$ cat src/rtl/dss_pkg.sv
// Types, codes and constants shared by the dual stack blocks.
package dss_pkg;

	localparam int DEPTH_DEF = 64;
	localparam int DATA_W    = 32;
	localparam int OCC_W     = 7;

	localparam logic [1:0] CMD_PUSH  = 2'd0;
	localparam logic [1:0] CMD_POP   = 2'd1;
	localparam logic [1:0] CMD_CLEAR = 2'd2;

	localparam logic [1:0] STAT_OK    = 2'd0;
	localparam logic [1:0] STAT_FULL  = 2'd1;
	localparam logic [1:0] STAT_EMPTY = 2'd2;

	typedef struct packed {
		logic [1:0]               command;
		logic                     stack_select;
		logic signed [DATA_W-1:0] push_value;
	} req_t;

	typedef struct packed {
		logic [1:0]               status;
		logic signed [DATA_W-1:0] pop_value;
		logic [OCC_W-1:0]         occupancy;
	} rsp_t;

	typedef enum logic {
		ST_IDLE,
		ST_DONE
	} state_t;

	typedef struct packed {
		logic accept;
		logic load;
	} ctrl_cmd_t;

endpackage

$ cat src/rtl/dss_chan_if.sv
// Valid/ready channel carrying one item of a given payload type.
interface dss_chan_if #(
	parameter type payload_t = logic
);
	logic     valid;
	logic     ready;
	payload_t data;

	modport source (output valid, output data, input ready);
	modport sink (input valid, input data, output ready);
endinterface

$ cat src/rtl/dss_ctrl.sv
// Controller state machine for request acceptance and result hand-off.
module dss_ctrl (
	input  logic               clk,
	input  logic               arst_n,
	input  logic               req_valid,
	output logic               req_ready,
	output logic               rsp_valid,
	input  logic               rsp_ready,
	output dss_pkg::ctrl_cmd_t cmd
);
	import dss_pkg::*;

	state_t state_q;
	state_t state_d;
	logic   out_valid_q;

	always_ff @(posedge clk or negedge arst_n) begin
		if (!arst_n) begin
			state_q     <= ST_IDLE;
			out_valid_q <= 1'b0;
		end else begin
			state_q <= state_d;
			if (cmd.load) begin
				out_valid_q <= 1'b1;
			end else if (rsp_ready) begin
				out_valid_q <= 1'b0;
			end
		end
	end

	always_comb begin
		state_d    = state_q;
		req_ready  = 1'b0;
		cmd.accept = 1'b0;
		cmd.load   = 1'b0;
		case (state_q)
			ST_IDLE: begin
				req_ready = 1'b1;
				if (req_valid) begin
					cmd.accept = 1'b1;
					state_d    = ST_DONE;
				end
			end
			ST_DONE: begin
				if (!out_valid_q || rsp_ready) begin
					cmd.load = 1'b1;
					state_d  = ST_IDLE;
				end
			end
			default: begin
				state_d = ST_IDLE;
			end
		endcase
	end

	assign rsp_valid = out_valid_q;

	a_accept_to_done: assert property (@(posedge clk) disable iff (!arst_n)
		cmd.accept |=> state_q == ST_DONE)
		else $error("accepted item did not move to result stage");

	a_load_sets_valid: assert property (@(posedge clk) disable iff (!arst_n)
		cmd.load |=> out_valid_q)
		else $error("loaded result not presented");

	a_ready_only_idle: assert property (@(posedge clk) disable iff (!arst_n)
		req_ready |-> state_q == ST_IDLE)
		else $error("request taken outside idle state");

endmodule

$ cat src/rtl/dss_dpath.sv
// Datapath: stack counts, shared entry memory and result register.
module dss_dpath #(
	parameter int DEPTH = dss_pkg::DEPTH_DEF
) (
	input  logic               clk,
	input  logic               arst_n,
	input  dss_pkg::ctrl_cmd_t cmd,
	input  dss_pkg::req_t      req,
	output dss_pkg::rsp_t      rsp
);
	import dss_pkg::*;

	localparam int CW = $clog2(DEPTH + 1);
	localparam int AW = $clog2(DEPTH);

	logic [CW-1:0]     lower_q;
	logic [CW-1:0]     upper_q;
	logic [1:0]        status_q;
	logic              pop_ok_q;
	logic [DATA_W-1:0] rdata_q;
	rsp_t              rsp_q;
	logic [DATA_W-1:0] mem [DEPTH];

	logic [CW-1:0]     sum;
	logic              full;
	logic [CW-1:0]     lower_d;
	logic [CW-1:0]     upper_d;
	logic [1:0]        status_d;
	logic              wr_en;
	logic              rd_en;
	logic [CW-1:0]     addr_w;
	logic [AW-1:0]     addr;

	assign sum  = lower_q + upper_q;
	assign full = (sum == CW'(DEPTH));
	assign addr = addr_w[AW-1:0];

	always_comb begin
		lower_d  = lower_q;
		upper_d  = upper_q;
		status_d = STAT_OK;
		wr_en    = 1'b0;
		rd_en    = 1'b0;
		addr_w   = lower_q;
		case (req.command)
			CMD_PUSH: begin
				if (full) begin
					status_d = STAT_FULL;
				end else if (!req.stack_select) begin
					wr_en   = 1'b1;
					addr_w  = lower_q;
					lower_d = lower_q + 1'b1;
				end else begin
					wr_en   = 1'b1;
					addr_w  = CW'(DEPTH - 1) - upper_q;
					upper_d = upper_q + 1'b1;
				end
			end
			CMD_POP: begin
				if (!req.stack_select) begin
					if (lower_q == '0) begin
						status_d = STAT_EMPTY;
					end else begin
						rd_en   = 1'b1;
						addr_w  = lower_q - 1'b1;
						lower_d = lower_q - 1'b1;
					end
				end else begin
					if (upper_q == '0) begin
						status_d = STAT_EMPTY;
					end else begin
						rd_en   = 1'b1;
						addr_w  = CW'(DEPTH) - upper_q;
						upper_d = upper_q - 1'b1;
					end
				end
			end
			CMD_CLEAR: begin
				lower_d = '0;
				upper_d = '0;
			end
			default: begin
				status_d = STAT_OK;
			end
		endcase
	end

	always_ff @(posedge clk or negedge arst_n) begin
		if (!arst_n) begin
			lower_q  <= '0;
			upper_q  <= '0;
			pop_ok_q <= 1'b0;
		end else if (cmd.accept) begin
			lower_q  <= lower_d;
			upper_q  <= upper_d;
			pop_ok_q <= rd_en;
		end
	end

	always_ff @(posedge clk) begin
		if (cmd.accept) begin
			status_q <= status_d;
		end
		if (cmd.accept && wr_en) begin
			mem[addr] <= req.push_value;
		end
		if (cmd.accept && rd_en) begin
			rdata_q <= mem[addr];
		end
		if (cmd.load) begin
			rsp_q.status    <= status_q;
			rsp_q.pop_value <= pop_ok_q ? rdata_q : '0;
			rsp_q.occupancy <= OCC_W'(sum);
		end
	end

	assign rsp = rsp_q;

	a_bound: assert property (@(posedge clk) disable iff (!arst_n)
		(CW + 1)'(lower_q) + (CW + 1)'(upper_q) <= (CW + 1)'(DEPTH))
		else $error("stack counts exceed memory depth");

	a_clear: assert property (@(posedge clk) disable iff (!arst_n)
		cmd.accept && req.command == CMD_CLEAR |=> lower_q == '0 && upper_q == '0)
		else $error("clear left items behind");

	a_push: assert property (@(posedge clk) disable iff (!arst_n)
		cmd.accept && req.command == CMD_PUSH && !full |=> sum == $past(sum) + 1'b1)
		else $error("push did not grow occupancy by one");

endmodule

$ cat src/rtl/dual_stack_shared_array.sv
// Top level: two stacks sharing one entry memory.
//
//  channel | dir | payload                                 | accepted when
//  req     | in  | command, stack_select, push_value       | req.valid && req.ready
//  rsp     | out | status, pop_value, occupancy            | rsp.valid && rsp.ready
//
// An item is accepted in ST_IDLE, which updates counts and drives the memory
// port; ST_DONE loads the registered read data into the result once the output
// register frees. The single memory port and registered read force this split.
// Reset clears both counts and the result valid; the memory is not cleared.
// A new item is taken while an earlier result waits; a stalled result holds
// the following one in the datapath until the output register frees.
module dual_stack_shared_array #(
	parameter int DEPTH = dss_pkg::DEPTH_DEF
) (
	input logic       clk,
	input logic       arst_n,
	dss_chan_if.sink   req,
	dss_chan_if.source rsp
);
	import dss_pkg::*;

	ctrl_cmd_t cmd;

	dss_ctrl u_ctrl (
		.clk       (clk),
		.arst_n    (arst_n),
		.req_valid (req.valid),
		.req_ready (req.ready),
		.rsp_valid (rsp.valid),
		.rsp_ready (rsp.ready),
		.cmd       (cmd)
	);

	dss_dpath #(
		.DEPTH (DEPTH)
	) u_dpath (
		.clk    (clk),
		.arst_n (arst_n),
		.cmd    (cmd),
		.req    (req.data),
		.rsp    (rsp.data)
	);

endmodule

$ cat src/flat_wrapper.sv
// flat-port wrapper written by rule: the top's interface ports become plain ports
module dual_stack_shared_array_flat import dss_pkg::*;
#(
	parameter int DEPTH = dss_pkg::DEPTH_DEF
)
  (clk, arst_n, req_valid, req_data, req_ready, rsp_valid, rsp_data, rsp_ready);
  dss_chan_if #(.payload_t(req_t)) req_i ();
  dss_chan_if #(.payload_t(rsp_t)) rsp_i ();
  input logic clk;
  input logic arst_n;
  input wire logic [$bits(req_i.valid)-1:0] req_valid;
  input wire logic [$bits(req_i.data)-1:0] req_data;
  output wire logic [$bits(req_i.ready)-1:0] req_ready;
  output wire logic [$bits(rsp_i.valid)-1:0] rsp_valid;
  output wire logic [$bits(rsp_i.data)-1:0] rsp_data;
  input wire logic [$bits(rsp_i.ready)-1:0] rsp_ready;
  assign req_i.valid = req_valid;
  assign req_i.data = req_data;
  assign req_ready = req_i.ready;
  assign rsp_valid = rsp_i.valid;
  assign rsp_data = rsp_i.data;
  assign rsp_i.ready = rsp_ready;
  dual_stack_shared_array #(.DEPTH(DEPTH)) u_core (.clk(clk), .arst_n(arst_n), .req(req_i), .rsp(rsp_i));
endmodule
$ cat config.mk
export PLATFORM = sky130hd
export DESIGN_NAME = dual_stack_shared_array_flat
export DESIGN_NICKNAME = d
export VERILOG_FILES = /design/src/rtl/dss_pkg.sv /design/src/rtl/dss_chan_if.sv /design/src/rtl/dss_ctrl.sv /design/src/rtl/dss_dpath.sv /design/src/rtl/dual_stack_shared_array.sv /design/src/flat_wrapper.sv
export SDC_FILE = /design/constraint.sdc
export NUM_CORES = 2
export LEC_CHECK = 0
export BUFFER_PORTS_ARGS = -buffer_cell sky130_fd_sc_hd__buf_4
export CAP_MARGIN = 10
export CORE_ASPECT_RATIO = 1.5
export CORE_MARGIN = 2
export CORE_UTILIZATION = 34
export CTS_CLUSTER_SIZE = 10
export DETAILED_ROUTE_END_ITERATION = 10
export PLACE_DENSITY = 0.56
export SYNTH_ARGS = -nofsm -noshare
export SYNTH_HDL_FRONTEND = slang
export SYNTH_SLANG_ARGS = --single-unit
$ cat constraint.sdc
create_clock -name clk -period 7.1 [get_ports clk]
set_input_delay 0.355 -clock clk [delete_from_list [all_inputs] [get_ports clk]]
set_output_delay 0.355 -clock clk [all_outputs]
set_load 0.1 [all_outputs]
==> flow_metrics.env <==
export IMPL_synth_seq_cells=2140
export IMPL_cts_buffers=240
export IMPL_syn_inst=5635
export IMPL_antenna_found_initial=13
export IMPL_p_comb_frac=0.313
export IMPL_syn_to_final_growth_pct=14.6
export IMPL_synth_flop_cell="edfxtp_1"
export IMPL_postSynthAreaPerCell_um2=15.2
export IMPL_clock_latency_ns=0.88
export IMPL_grt_max_degree=126
export IMPL_synth_top_family_by_area="simple AND/OR/NAND/NOR gates"
export IMPL_io_pins=82
export IMPL_maxSlewViolCount=0
export IMPL_globalplace_congestion=0.862
export IMPL_drt_initial_drc_count=5417
export IMPL_path_common_cell="nor4_1"
export IMPL_ys_types=73
export IMPL_drv_cap=0
export IMPL_path_class="reg2reg"
export IMPL_avgRoutedWirePerCell_um=30.1
export IMPL_rsz0062_at_grt="false"
export IMPL_hold_viol=0
export IMPL_initial_core_util=0.342
export IMPL_cp_max_fo=23
export IMPL_htreeDepth=4
export IMPL_final_area_um2=98400
export IMPL_synth_seq_area_share=0.748
export IMPL_clkPwrFrac=0.293
export IMPL_hold_ws_ns=0.0345
export IMPL_ant_nets=0
export IMPL_cts_max_path_buffers=4
export IMPL_synthAdderAreaFrac=0.00309
export IMPL_die_area_um2=257000
export IMPL_synth_simple_area_share=0.0972
export IMPL_cts_tree="done"
export IMPL_setup_tns_final_ns=0
export IMPL_syn_cell_area_um2=85900
export IMPL_worstMarginPinSlew_ns=1.14
export IMPL_hold_depth=1
export IMPL_vdd_ir_drop_max_mv=0.238
export IMPL_clockRootBuffer="clkbuf_16"
export IMPL_clock_skew_ns=0.0477
export IMPL_p_sw_frac=0.344
export IMPL_p_seq_frac=0.394
export IMPL_synth_compound_area_share=0.0808
export IMPL_max_slew_margin=0.241
export IMPL_finalPower_mw=36.5
export IMPL_synth_xor_area_frac=0.00153
export IMPL_die_x_um=414
export IMPL_crit_buf_inv=3
export IMPL_crit_path_top_delay_cell="nor4_2"
export IMPL_grt_pass1_wl_um=387000
export IMPL_synth_edf_count=2123
export IMPL_yosysWarningCount=0
export IMPL_arrival_ns=6.86
export IMPL_synthMuxAreaShare=0.0485
export IMPL_busiest_layer="met2"
export IMPL_nets=5831
export IMPL_worstSetupPathDepth=16
export IMPL_clk_pin_slew_ns=0.06
export IMPL_finalSetupViolCount=0
export IMPL_via_count=52800
export IMPL_avgViaCountPerCell=5.80
export IMPL_place_area_um2=92000
export IMPL_fin_util=0.392
export IMPL_p_sw_mw=12.6
export IMPL_coreArea_um2=251000
export IMPL_syn_nets=5694
export IMPL_power_leakage_nw=32.4
export IMPL_overflow=0
export IMPL_required_ns=7.68
export IMPL_crit_chain="ha_1 > inv_1 > fa_1 > nand2b_1 > a21oi_1 > nor4_1 > nor4_2 > o311ai_4 > nor2_4 > buf_12 > buf_4 > mux2_2 > o211ai_1 > o31ai_1 > nor4_1 > nand4_1"
export IMPL_status="completed"
export IMPL_end_kind="flip-flop"
export IMPL_final_layout_size_suffix_gt1_frac=0.142
export IMPL_crit_family="simple AND/OR/NAND/NOR gates"
export IMPL_async_flop_share=0.00794
export IMPL_cp_start_kind="flip-flop"
export IMPL_cts_resized=0
export IMPL_grtUsageMet2=0.375
export IMPL_place_hpwl_um=152000
export IMPL_numClockSinks=2140
export IMPL_fin_crit_sh=0.884
export IMPL_p_int_mw=24.0
export IMPL_drt_pass1_iter_count=6
export IMPL_max_freq_mhz=159
export IMPL_p_per_area_nw_per_um2=372
export IMPL_grtUsageMet3=0.0230
export IMPL_fp_row_count=225
export IMPL_critical_path_max_stage_delay_ns=0.90
export IMPL_grtUsageTotal=0.207
export IMPL_hp_class="in2reg"
export IMPL_wl_um=274000
export IMPL_ff2ff_path_depth=16
export IMPL_grt_pass1_vias=52100
export IMPL_die_h_um=619
export IMPL_gr_usage_met1=0.249
export IMPL_drcViolationCount=0
export IMPL_min_period_ns=6.28
export IMPL_portBuffers=81
[power by group through the flow]
stage	combinational (mW)	clock, mW	sequential (mW)
6_report	11.4	10.7	14.4
5_1_grt	12.1	11.2	14.4
2_1_floorplan	6.69	0	14.9
3_5_place_dp	11.4	0	14.7
3_3_place_gp	11.3	0	14.7
4_1_cts	11.4	10.9	14.4
[registers in the layout (all words and copies together) (netlist names)]
register	flops
u_core.u_dpath.rdata_q	32
u_core.u_dpath.rsp	41
u_core.u_dpath.status_q	2
u_core.u_dpath.mem	2048
u_core.u_dpath.pop_ok_q	1
u_core.u_dpath.lower_q	7
u_core.u_ctrl.rsp_valid	1
u_core.u_ctrl.state_q	1
u_core.u_dpath.upper_q	7
[cells by family after synthesis]
logic type / after synthesis
adder cells (fa/ha/maj): 20
multiplexers: 380
buffers and inverters: 458
flip-flops: 2140
AO/OA/AOI/OAI: 982
XOR/XNOR: 15
AND/OR/NAND/NOR: 1640
[layout by cell type, fill, tap and decap left out, types with 17 or more instances in the layout]
| cell type | netlist | final |
|---|---|---|
| a211oi_1 | 447 | 447 |
| a21oi_1 | 47 | 47 |
| a221oi_1 | 21 | 21 |
| a31oi_1 | 74 | 74 |
| and2_1 | 37 | 35 |
| and3_1 | 407 | 406 |
| buf_12 | 0 | 59 |
| buf_4 | 7 | 269 |
| clkbuf_1 | 316 | 23 |
| clkbuf_16 | 0 | 244 |
| dfrtp_1 | 17 | 17 |
| edfxtp_1 | 2123 | 2123 |
| ha_1 | 18 | 18 |
| inv_1 | 17 | 17 |
| mux2_2 | 141 | 141 |
| mux2i_1 | 224 | 224 |
| nand2_1 | 519 | 516 |
| nand3_1 | 330 | 330 |
| nand4_1 | 120 | 120 |
| nor2_1 | 100 | 32 |
| nor2_4 | 0 | 67 |
| nor4_1 | 69 | 69 |
| o211ai_1 | 94 | 94 |
| o21ai_0 | 118 | 118 |
| o22ai_1 | 28 | 28 |
| o31ai_1 | 94 | 94 |
[layout make-up]
| cell class | instances | area [µm²] |
|---|---|---|
| clock inverter | 4 | 60.1 |
| tap | 3291 | 4120 |
| fill | 22800 | 152000 |
| inverter | 18 | 67.6 |
| timing repair buffer | 335 | 3270 |
| clock buffer | 267 | 6190 |
| multi-input combinational | 3037 | 20400 |
| antenna | 10 | 25.0 |
| sequential | 2140 | 64200 |
[synth_stat cells, types with 94 or more instances]
library cell | instances | share of area
edfxtp_1 | 2123 | 0.74
nand2_1 | 519 | 0.023
a211oi_1 | 447 | 0.039
and3_1 | 407 | 0.030
nand3_1 | 330 | 0.019
clkbuf_1 | 316 | 0.014
mux2i_1 | 224 | 0.026
mux2_2 | 141 | 0.018
nand4_1 | 120 | 0.0087
o21ai_0 | 118 | 0.0069
nor2_1 | 100 | 0.0044
o211ai_1 | 94 | 0.0082
o31ai_1 | 94 | 0.0082
[worst reg2reg max path, delay by kind of cell, from the launching register on]
kind / cells / cell delay (ns)
compound gates: 4 / 0.83
flops: 1 / 0.58
buf+inv: 3 / 0.78
fa+ha+maj: 2 / 0.66
simple gates: 6 / 2.77
mux: 1 / 0.38
[per-stage QoR]
stage               instances  setup slack, ns
global route             9093            0.382
global placement         8814            0.960
floorplan                5635             1.39
CTS                      9092            0.940
detailed placement       8814            0.904
finish                   9102            0.822
[metal layers]
| layer | share of wire | vias up |
|---|---|---|
| met5 | 0.000099 | - |
| met4 | 0.046 | 4 |
| li1 | - | 22400 |
| met2 | 0.52 | 2231 |
| met1 | 0.38 | 27600 |
| met3 | 0.059 | 557 |
[what timing repair did]
action / CTS / global route
buffers inserted: 0 / 0
endpoints found under the hold margin: 56 / 0
endpoints found under the setup margin: 0 / 0
hold buffers: 7 / 0
[final timing paths]
check | slack (ns) | from | endpoint
max in group asynchronous | 5.78 | arst_n | u_core.u_dpath.upper_q[4]
max reg2reg | 0.82 | u_core.u_dpath.upper_q[0] | u_core.u_dpath.rdata_q[19]
min reg2reg | 0.44 | u_core.u_dpath.status_q[0] | u_core.u_dpath.rsp[39]
min in group asynchronous | 0.73 | arst_n | u_core.u_dpath.lower_q[5]
min | 0.03 | req_data[24] | u_core.u_dpath.mem[51][24]
max | 0.82 | u_core.u_dpath.upper_q[0] | u_core.u_dpath.rdata_q[19]
Note: power is estimated with default switching activity, not from simulation.
